<file path="config.mk">
export PLATFORM = sky130hd
export DESIGN_NAME = sidam_queue
export DESIGN_NICKNAME = d
export VERILOG_FILES = /design/src/hw/rtl/sidam_pkg.sv /design/src/hw/rtl/sidam_queue.sv
export VERILOG_INCLUDE_DIRS = /design/src /design/src/hw/rtl
export SDC_FILE = /design/constraint.sdc
export NUM_CORES = 1
export LEC_CHECK = 0
export ABC_AREA = 1
export BUFFER_PORTS_ARGS = -buffer_cell sky130_fd_sc_hd__buf_4
export CORE_MARGIN = 5
export CORE_UTILIZATION = 56
export CTS_CLUSTER_DIAMETER = 80
export DETAILED_ROUTE_END_ITERATION = 12
export PLACE_DENSITY = 0.84
export SYNTH_ARGS = -nofsm -noshare
export SYNTH_HDL_FRONTEND = slang
export SYNTH_SLANG_ARGS = --single-unit
</file>
<file path="constraint.sdc">
create_clock -name clk_i -period 6.8 [get_ports clk_i]
set_input_delay 0.68 -clock clk_i [delete_from_list [all_inputs] [get_ports clk_i]]
set_output_delay 0.68 -clock clk_i [all_outputs]
set_load 0.01 [all_outputs]
</file>
<file path="src/hw/rtl/assert_macros.svh">
// assertion macros shared by the rtl files
// no dependencies
`ifndef ASSERT_MACROS_SVH
`define ASSERT_MACROS_SVH
// assert that antecedent implies consequent in the same cycle
`define ASSERT_IMPL(lbl, clk, rstn, ante, cons) \
  lbl: assert property (@(posedge clk) disable iff (!rstn) (ante) |-> (cons)) \
    else $error("assertion failed");
// assert that antecedent implies consequent in the next cycle
`define ASSERT_NEXT(lbl, clk, rstn, ante, cons) \
  lbl: assert property (@(posedge clk) disable iff (!rstn) (ante) |=> (cons)) \
    else $error("assertion failed");
`endif

</file>
<file path="src/hw/rtl/sidam_pkg.sv">
// package for the symbol id address map unit
// holds opcodes, status codes, address window and queue word type
`default_nettype none
package sidam_pkg;
  typedef enum logic [2:0] {
    OP_CLEAR = 3'd0, OP_LOAD = 3'd1, OP_FUNC_A2I = 3'd2, OP_FUNC_I2A = 3'd3,
    OP_MOVE_A2I = 3'd4, OP_MOVE_I2A = 3'd5, OP_NOP6 = 3'd6, OP_NOP7 = 3'd7
  } op_e;
  typedef enum logic [2:0] {
    ST_OK = 3'd0, ST_NOT_FOUND = 3'd1, ST_NOT_READY = 3'd2, ST_BAD_ENTRY = 3'd3,
    ST_UNSORTED = 3'd4, ST_COUNTS = 3'd5, ST_OVERFLOW = 3'd6
  } status_e;
  typedef enum logic [1:0] {PH_LOADING = 2'd0, PH_READY = 2'd1, PH_FAILED = 2'd2} phase_e;
  localparam logic [31:0] ADDR_LOW = 32'h8000_0000;
  localparam logic [31:0] ADDR_END = 32'h8180_0000;
  localparam int unsigned CNT_W = 13;
  // one classified word passed from front to back
  typedef struct packed {
    op_e         op;
    logic [31:0] symbol_id;
    logic [31:0] code_address;
  } cmd_t;
endpackage
`default_nettype wire

</file>
<file path="src/hw/rtl/sidam_queue.sv">
// two-entry queue between front and back
// uses sidam_pkg::cmd_t
`default_nettype none
module sidam_queue (
  input  wire logic             clk_i,
  input  wire logic             rst_ni,
  input  wire logic             push_i,
  input  wire sidam_pkg::cmd_t  push_data_i,
  output logic                  full_o,
  input  wire logic             pop_i,
  output sidam_pkg::cmd_t       pop_data_o,
  output logic                  empty_o
);
  sidam_pkg::cmd_t mem_q [2];
  logic wr_q, wr_d, rd_q, rd_d;
  logic [1:0] cnt_q, cnt_d;

  assign full_o = (cnt_q == 2'd2);
  assign empty_o = (cnt_q == 2'd0);
  assign pop_data_o = mem_q[rd_q];

  always_comb begin
    wr_d = wr_q ^ (push_i & ~full_o);
    rd_d = rd_q ^ (pop_i & ~empty_o);
    cnt_d = cnt_q + {1'b0, push_i & ~full_o} - {1'b0, pop_i & ~empty_o};
  end

  always_ff @(posedge clk_i or negedge rst_ni) begin
    if (!rst_ni) begin
      wr_q <= 1'b0;
      rd_q <= 1'b0;
      cnt_q <= 2'd0;
    end else begin
      wr_q <= wr_d;
      rd_q <= rd_d;
      cnt_q <= cnt_d;
    end
  end

  always_ff @(posedge clk_i) begin
    if (push_i && !full_o) mem_q[wr_q] <= push_data_i;
  end

  `include "assert_macros.svh"
  `ASSERT_IMPL(a_cnt_range, clk_i, rst_ni, 1'b1, cnt_q != 2'd3)
  `ASSERT_NEXT(a_full_hold, clk_i, rst_ni, full_o && !pop_i, full_o)
endmodule
`default_nettype wire

</file>
==> flow_summary.yaml, run 1 <==
clock_tree:
  cts_buffers: 17
  clkTransAtPathRegs_ns: 0.07
  cts_buffer_depth: 2
  clock-sinks: 138
  htreeDepth: 4
  post_cts_buffers: 0
  root_buffer: "clkbuf_8"
  clk_latency_ns: 0.50
  cts_tree: "yes"
timing:
  min_period_ns: 2.91
  maxSlewViolCount: 0
  hold_viol_final: 0
  fmax_ghz: 0.344
  setup_ws_ns: 3.89
  setup_viol: 0
  worstMarginPinSlew_ns: 1.17
  fin_skew_ns: 0.0123
  rsz0062_at_grt: "false"
  post-route-period-util_pct: 42.7
  tns_ns: 0
  relSlewSlack_pct: 21.8
routing:
  routed_wl_um: 10700
  drtIter0Drc: 197
  vias: 3263
  via_per_inst: 5.02
  route.detailed.drc: 0
  ant_nets: 0
  wire_per_inst_um: 16.5
  firstDrtPassIters: 4
logic_synthesis:
  ys_ff_latch: 138
  ys_seq_area_share_pct: 80.4
  synth_fa_ha_area_share_pct: 0.976
  yosysWarnings: 0
  syn-num-nets: 457
  synth_cell_types: 12
  syn-cell-area_mm2: 0.00513
  synth_top_family_by_area: "simple AND/OR/NAND/NOR gates"
  postSynthAreaPerCell_um2: 13.4
  synth_compound_area_share_pct: 0.0976
  synth-simple-area-share_pct: 15.6
  muxShareOfSynthArea_pct: 0
  synthCells: 382
  synth_xor_area_share_pct: 0
worst_hold_path:
  holdPathEnd: "mem_q[1][63]$_DFFE_PP_"
  min_from: "push_data_i[63]"
  hp-class: "input pin to register"
  whs_path_depth: 1
die:
  io_pins: 140
  die_area_mm2: 0.0112
  die_h_um: 106
  coreArea_mm2: 0.00906
  die_width_um: 106
  placementRows: 35
  start_util_pct: 56.6
layout:
  n_antenna_cell: 0
  nets: 602
  layout_commonest_cell: "nand2_1"
  drive_gt1_share_pct: 32.3
  final_cell_mix: "nand2_1, buf_4, edfxtp_1"
  syn2layout_area_growth_pct: 34.3
  fillerInstances: 541
power:
  vdd_drop_max_mv: 0.239
  p_per_area_mw_per_mm2: 466
  power.leakage_uw: 0.00299
global_route:
  gr-total-overflow: 0
  antenna_found_initial: 0
  track_usage_pct: 19.8
  grt_pass1_wl_um: 16900
  grt_max_degree: 69
  grt_pass1_vias: 3514
worst_setup_path:
  timing.rr.end: "mem_q[1][19]$_DFFE_PP_"
  slowest_stage: "inv_2"
  crit_top_cell: "nand2_1"
  critPathMaxStageDelay_ns: 0.81
  cp.required_ns: 6.12
  cp-end-kind: "output pin"
  cp_cell_sequence: "inv_2, nand2_1, nand2_1, buf_4"
  reg2reg_from: "cnt_q[1]$_DFF_PN0_"
  arrival_ns: 2.23
  rr_worst_depth: 4
  reg2reg_slack_ns: 4.79
  crit_fanout: 68
  crit_path_start_kind: "register"
  worst-path-buf-inv: 2
  cp_top_family: "buffers and inverters"
  crit_start: "rd_q$_DFF_PN0_"
  critPathKind: "register to output pin"
outcome:
  status: "finished, final reports clean"
placed_design:
  gp_congestion: 0.741
  post-place-ws_ns: 4.45
  portBuffers: 139
  hpwlAfterDp_um: 6350
run:
  cap_viol_max_count: 0
[sequential cells by signal, summed over array words and instances, names as in the netlist]
name,cells
wr_q,1
rd_q,1
mem_q,134
cnt_q,2
[cells by family after synthesis]
| family | count (synthesis) |
|---|---|
| flip-flops | 138 |
| buffers and inverters | 26 |
| AND/OR/NAND/NOR | 213 |
| adder cells (fa/ha/maj) | 4 |
| AO/OA/AOI/OAI | 1 |
[power by group]
part	total, uW	internal, uW	switching [uW]
clock network	986	636	351
logic	1010	405	600
registers	1220	1170	51.7
total	3210	2210	1000
[per-stage QoR]
step	hold slack (ns)	total power [uW]	cell area, um2	utilization, %	instances
2_1_floorplan	0.384	1780	5130	-	382
3_3_place_gp	0.479	2220	6240	68.8	618
5_1_grt	0.330	3380	6880	75.9	650
3_5_place_dp	0.483	2250	6240	68.8	618
4_1_cts	0.339	3240	6880	75.9	650
6_report	0.361	3210	6880	75.9	650
[layout make-up]
cell class,instances,area [um2],area share (%)
flip-flops and latches,138,4130,59.9
multi-input cells,218,882,12.8
well taps,111,139,2.02
inverters,11,41.3,0.600
clock inverters,13,218,3.16
clock buffers,18,418,6.07
repair buffers,141,1060,15.4
[per-layer routing]
metal / routed length [um] / vias to the layer above / track usage (%)
met5: 0 / - / 0
met4: 197 / 0 / 7.96
met3: 686 / 14 / 5.76
met2: 5780 / 130 / 35.7
met1: 4070 / 1549 / 21.9
li1: - / 1570 / -
[worst max path at each step]
stage | endpoint | slack, ns | cells past startpoint
floorplan | mem_q[1][0]$_DFFE_PP_ | 3.89 | 3
global placement | pop_data_o[2] | 4.51 | 4
detailed placement | pop_data_o[56] | 4.45 | 4
CTS | pop_data_o[8] | 3.84 | 4
global route | pop_data_o[8] | 3.68 | 4
finish | pop_data_o[8] | 3.89 | 4
[worst reg2reg max path, stage by stage (launching register included)]
cell and delay [ns]:
dfrtp_1 0.37, inv_1 0.11, o21ai_0 0.15, inv_1 0.18
ha_4 0.77
[synthesized netlist by cell type]
master / n / area (um2)
inv_1: 10 / 37.5
dfrtp_1: 4 / 100
inv_2: 1 / 3.75
nand2_1: 210 / 788
o21ai_0: 1 / 5.00
nand3_1: 2 / 10.0
buf_4: 2 / 15.0
nor2_1: 1 / 3.75
edfxtp_1: 134 / 4020
buf_2: 9 / 45.0
buf_6: 4 / 45.0
ha_1: 4 / 50.1
[timing repair]
action | CTS | global route
gates resized for setup | 0 | 0
hold endpoints to repair | 4 | 0
endpoints found under the setup margin | 0 | 0
hold buffers | 1 | 0
No activity file was read; power rests on OpenSTA's default activity.
==> run 2: changes to the inputs <==
- CORE_UTILIZATION: 56 -> 52
- PLACE_DENSITY: 0.84 -> 0.78
- clock period: 6.8 -> 2.95 ns (I/O delays scaled with it)
==> run 2 against run 1 <==
  * Cell area up 10%
  * Wire length grew 9.7%
  * Sequential share of layout area down 5.6 points
  * Combinational power up 150%
  * Via count increased by 8.9%
  * Cell count grew 15%
  * Register-to-register slack worse by 3.8 ns
  * Sequential power increased by 130%
  * Critical endpoint is now pop_data_o[37]
  * Largest power group unchanged
  * Clock power increased by 110%
  * Power is 130% higher
  * Global-route usage grew 0.73 points
  * Core utilization up 2.5 points
  * Critical path type unchanged
==> flow_summary.yaml, run 2 (synthesis gave the netlist of run 1 again) <==
layout:
  nets: 673
  syn2layout_area_growth_pct: 48.1
  largest_reg_flops: 134
  final_cell_mix: "nand2_1, buf_4, edfxtp_1"
  reg.largest.list: "mem_q: 134 flops, cnt_q: 2 flops"
  fin_area_mm2: 0.00759
  layout_commonest_cell: "nand2_1"
  drive_gt1_share_pct: 29.1
  regMostFlops: "mem_q"
  fillerInstances: 563
die:
  die_h_um: 109
  die_width_um: 109
  start_util_pct: 52.9
  coreArea_mm2: 0.00968
  io_pins: 140
  placementRows: 36
  die_area_mm2: 0.0119
routing:
  route.detailed.drc: 0
  wire_per_inst_um: 15.8
  drtIter0Drc: 153
  firstDrtPassIters: 5
  routed_wl_um: 11800
  via_per_inst: 4.76
  vias: 3552
  ant_nets: 0
worst_setup_path:
  crit_fanout: 32
  crit_path_start_kind: "register"
  critPathMaxStageDelay_ns: 0.40
  rr_worst_depth: 5
  cp_cell_sequence: "inv_2, buf_4, nand2_1, nand2_1, buf_4"
  cp-end-kind: "output pin"
  critPathKind: "register to output pin"
  arrival_ns: 1.90
  reg2reg_slack_ns: 1.03
  slowest_stage: "dfrtp_2"
  reg2reg_from: "cnt_q[1]$_DFF_PN0_"
  cp.required_ns: 2.65
  timing.rr.end: "mem_q[1][55]$_DFFE_PP_"
global_route:
  met1_usage_pct: 22.5
  met2_usage_pct: 37.4
  antenna_found_initial: 0
  grt_pass1_wl_um: 18100
  track_usage_pct: 20.5
  grt_max_degree: 69
  gr-max-usage-layer: "met2"
  grt_pass1_vias: 3813
  grtUsageMet3_pct: 4.76
  gr-total-overflow: 0
clock_tree:
  post_cts_buffers: 0
  root_buffer: "clkbuf_8"
  post_cts_resized: 0
  clkTransAtPathRegs_ns: 0.06
  cts_tree: "yes"
  htreeDepth: 4
  cts_buffers: 17
  clock-sinks: 138
  clk_latency_ns: 0.51
  cts_buffer_depth: 2
timing:
  setup_ws_ns: 0.754
  maxSlewViolCount: 0
  relSlewSlack_pct: 51.8
  setup_viol: 0
  min_period_ns: 2.20
  worstMarginPinSlew_ns: 0.723
  fmax_ghz: 0.455
  rsz0062_at_grt: "false"
  fin_skew_ns: 0.00532
  hold_viol_final: 0
  post-route-period-util_pct: 74.4
  tns_ns: 0
power:
  vdd_drop_max_mv: 0.513
  p_total_uw: 7350
  p_per_area_mw_per_mm2: 967
  power.leakage_uw: 0.00328
placed_design:
  placed_area_mm2: 0.00632
  gp_congestion: 0.702
  portBuffers: 139
  hpwlAfterDp_um: 6800
  post-place-ws_ns: 1.01
worst_hold_path:
  min_from: "pop_i"
  whs_path_depth: 3
  hp-class: "input pin to register"
  holdPathEnd: "rd_q$_DFF_PN0_"
outcome:
  status: "finished, final reports clean"
run:
  cap_viol_max_count: 0
[run 2: cell count changes in the layout (fill, tap and decap cells not counted)]
cell / change
buf_12: +2
buf_4: +2
bufinv_16: -2
diode_2: +2
clkinv_1: +1
dlygate4sd3_1: +67
clkinv_4: -1
clkinv_2: +3
clkinvlp_4: -1
inv_6: +1
[run 2: worst max path at each step]
stage                        from                      to  slack, ns
2_1_floorplan  cnt_q[1]$_DFF_PN0_   mem_q[1][0]$_DFFE_PP_       0.27
3_3_place_gp   cnt_q[1]$_DFF_PN0_  mem_q[0][61]$_DFFE_PP_       1.09
3_5_place_dp   cnt_q[1]$_DFF_PN0_  mem_q[1][61]$_DFFE_PP_       1.01
4_1_cts            rd_q$_DFF_PN0_          pop_data_o[37]       0.72
5_1_grt            rd_q$_DFF_PN0_          pop_data_o[40]       0.62
6_report           rd_q$_DFF_PN0_          pop_data_o[37]       0.75
[run 2: report_power, final]
group	internal [uW]	switching, uW	leakage [uW]
clock	1290	783	0.000287
sequential	2680	114	0.00129
combinational	1030	1440	0.00170
total	5000	2340	0.00328
[run 2: per-layer routing]
layer	routed length, um	vias up	share of wire [%]
li1	-	1717	-
met1	4380	1686	37
met2	6390	122	54
met3	633	27	5.4
met4	374	0	3.2
met5	0	-	0
[run 2: through the flow]
step	util (%)	hold slack [ns]	cells
final	78.4	0.0581	746
after global routing	78.4	0.0369	744
after CTS	78.4	0.0335	744
after detailed placement	65.3	0.0946	644
after global placement	65.3	0.0958	644
after floorplan	-	-0.000591	382
[run 2: timing repair]
action / in CTS / in global routing
setup endpoints to repair: 0 / 0
endpoints found under the hold margin: 138 / 0
hold buffers: 68 / 0
[run 2: layout make-up]
type                            count  area (um2)  area share [%]
Multi-Input combinational cell    218         882            11.6
Antenna cell                        2        5.00          0.0659
Clock buffer                       18         418            5.50
Tap cell                          133         166            2.19
Clock inverter                     14         169            2.22
Sequential cell                   138        4130            54.3
Inverter                           11        41.3           0.544
Timing Repair Buffer              212        1790            23.5
[run 2: worst max-delay path, delay by kind of cell, from the launching register on]
kind,cells,cell delay (ns)
buffers and inverters,3,0.76
DFF,1,0.40
and+or+nand+nor,2,0.21
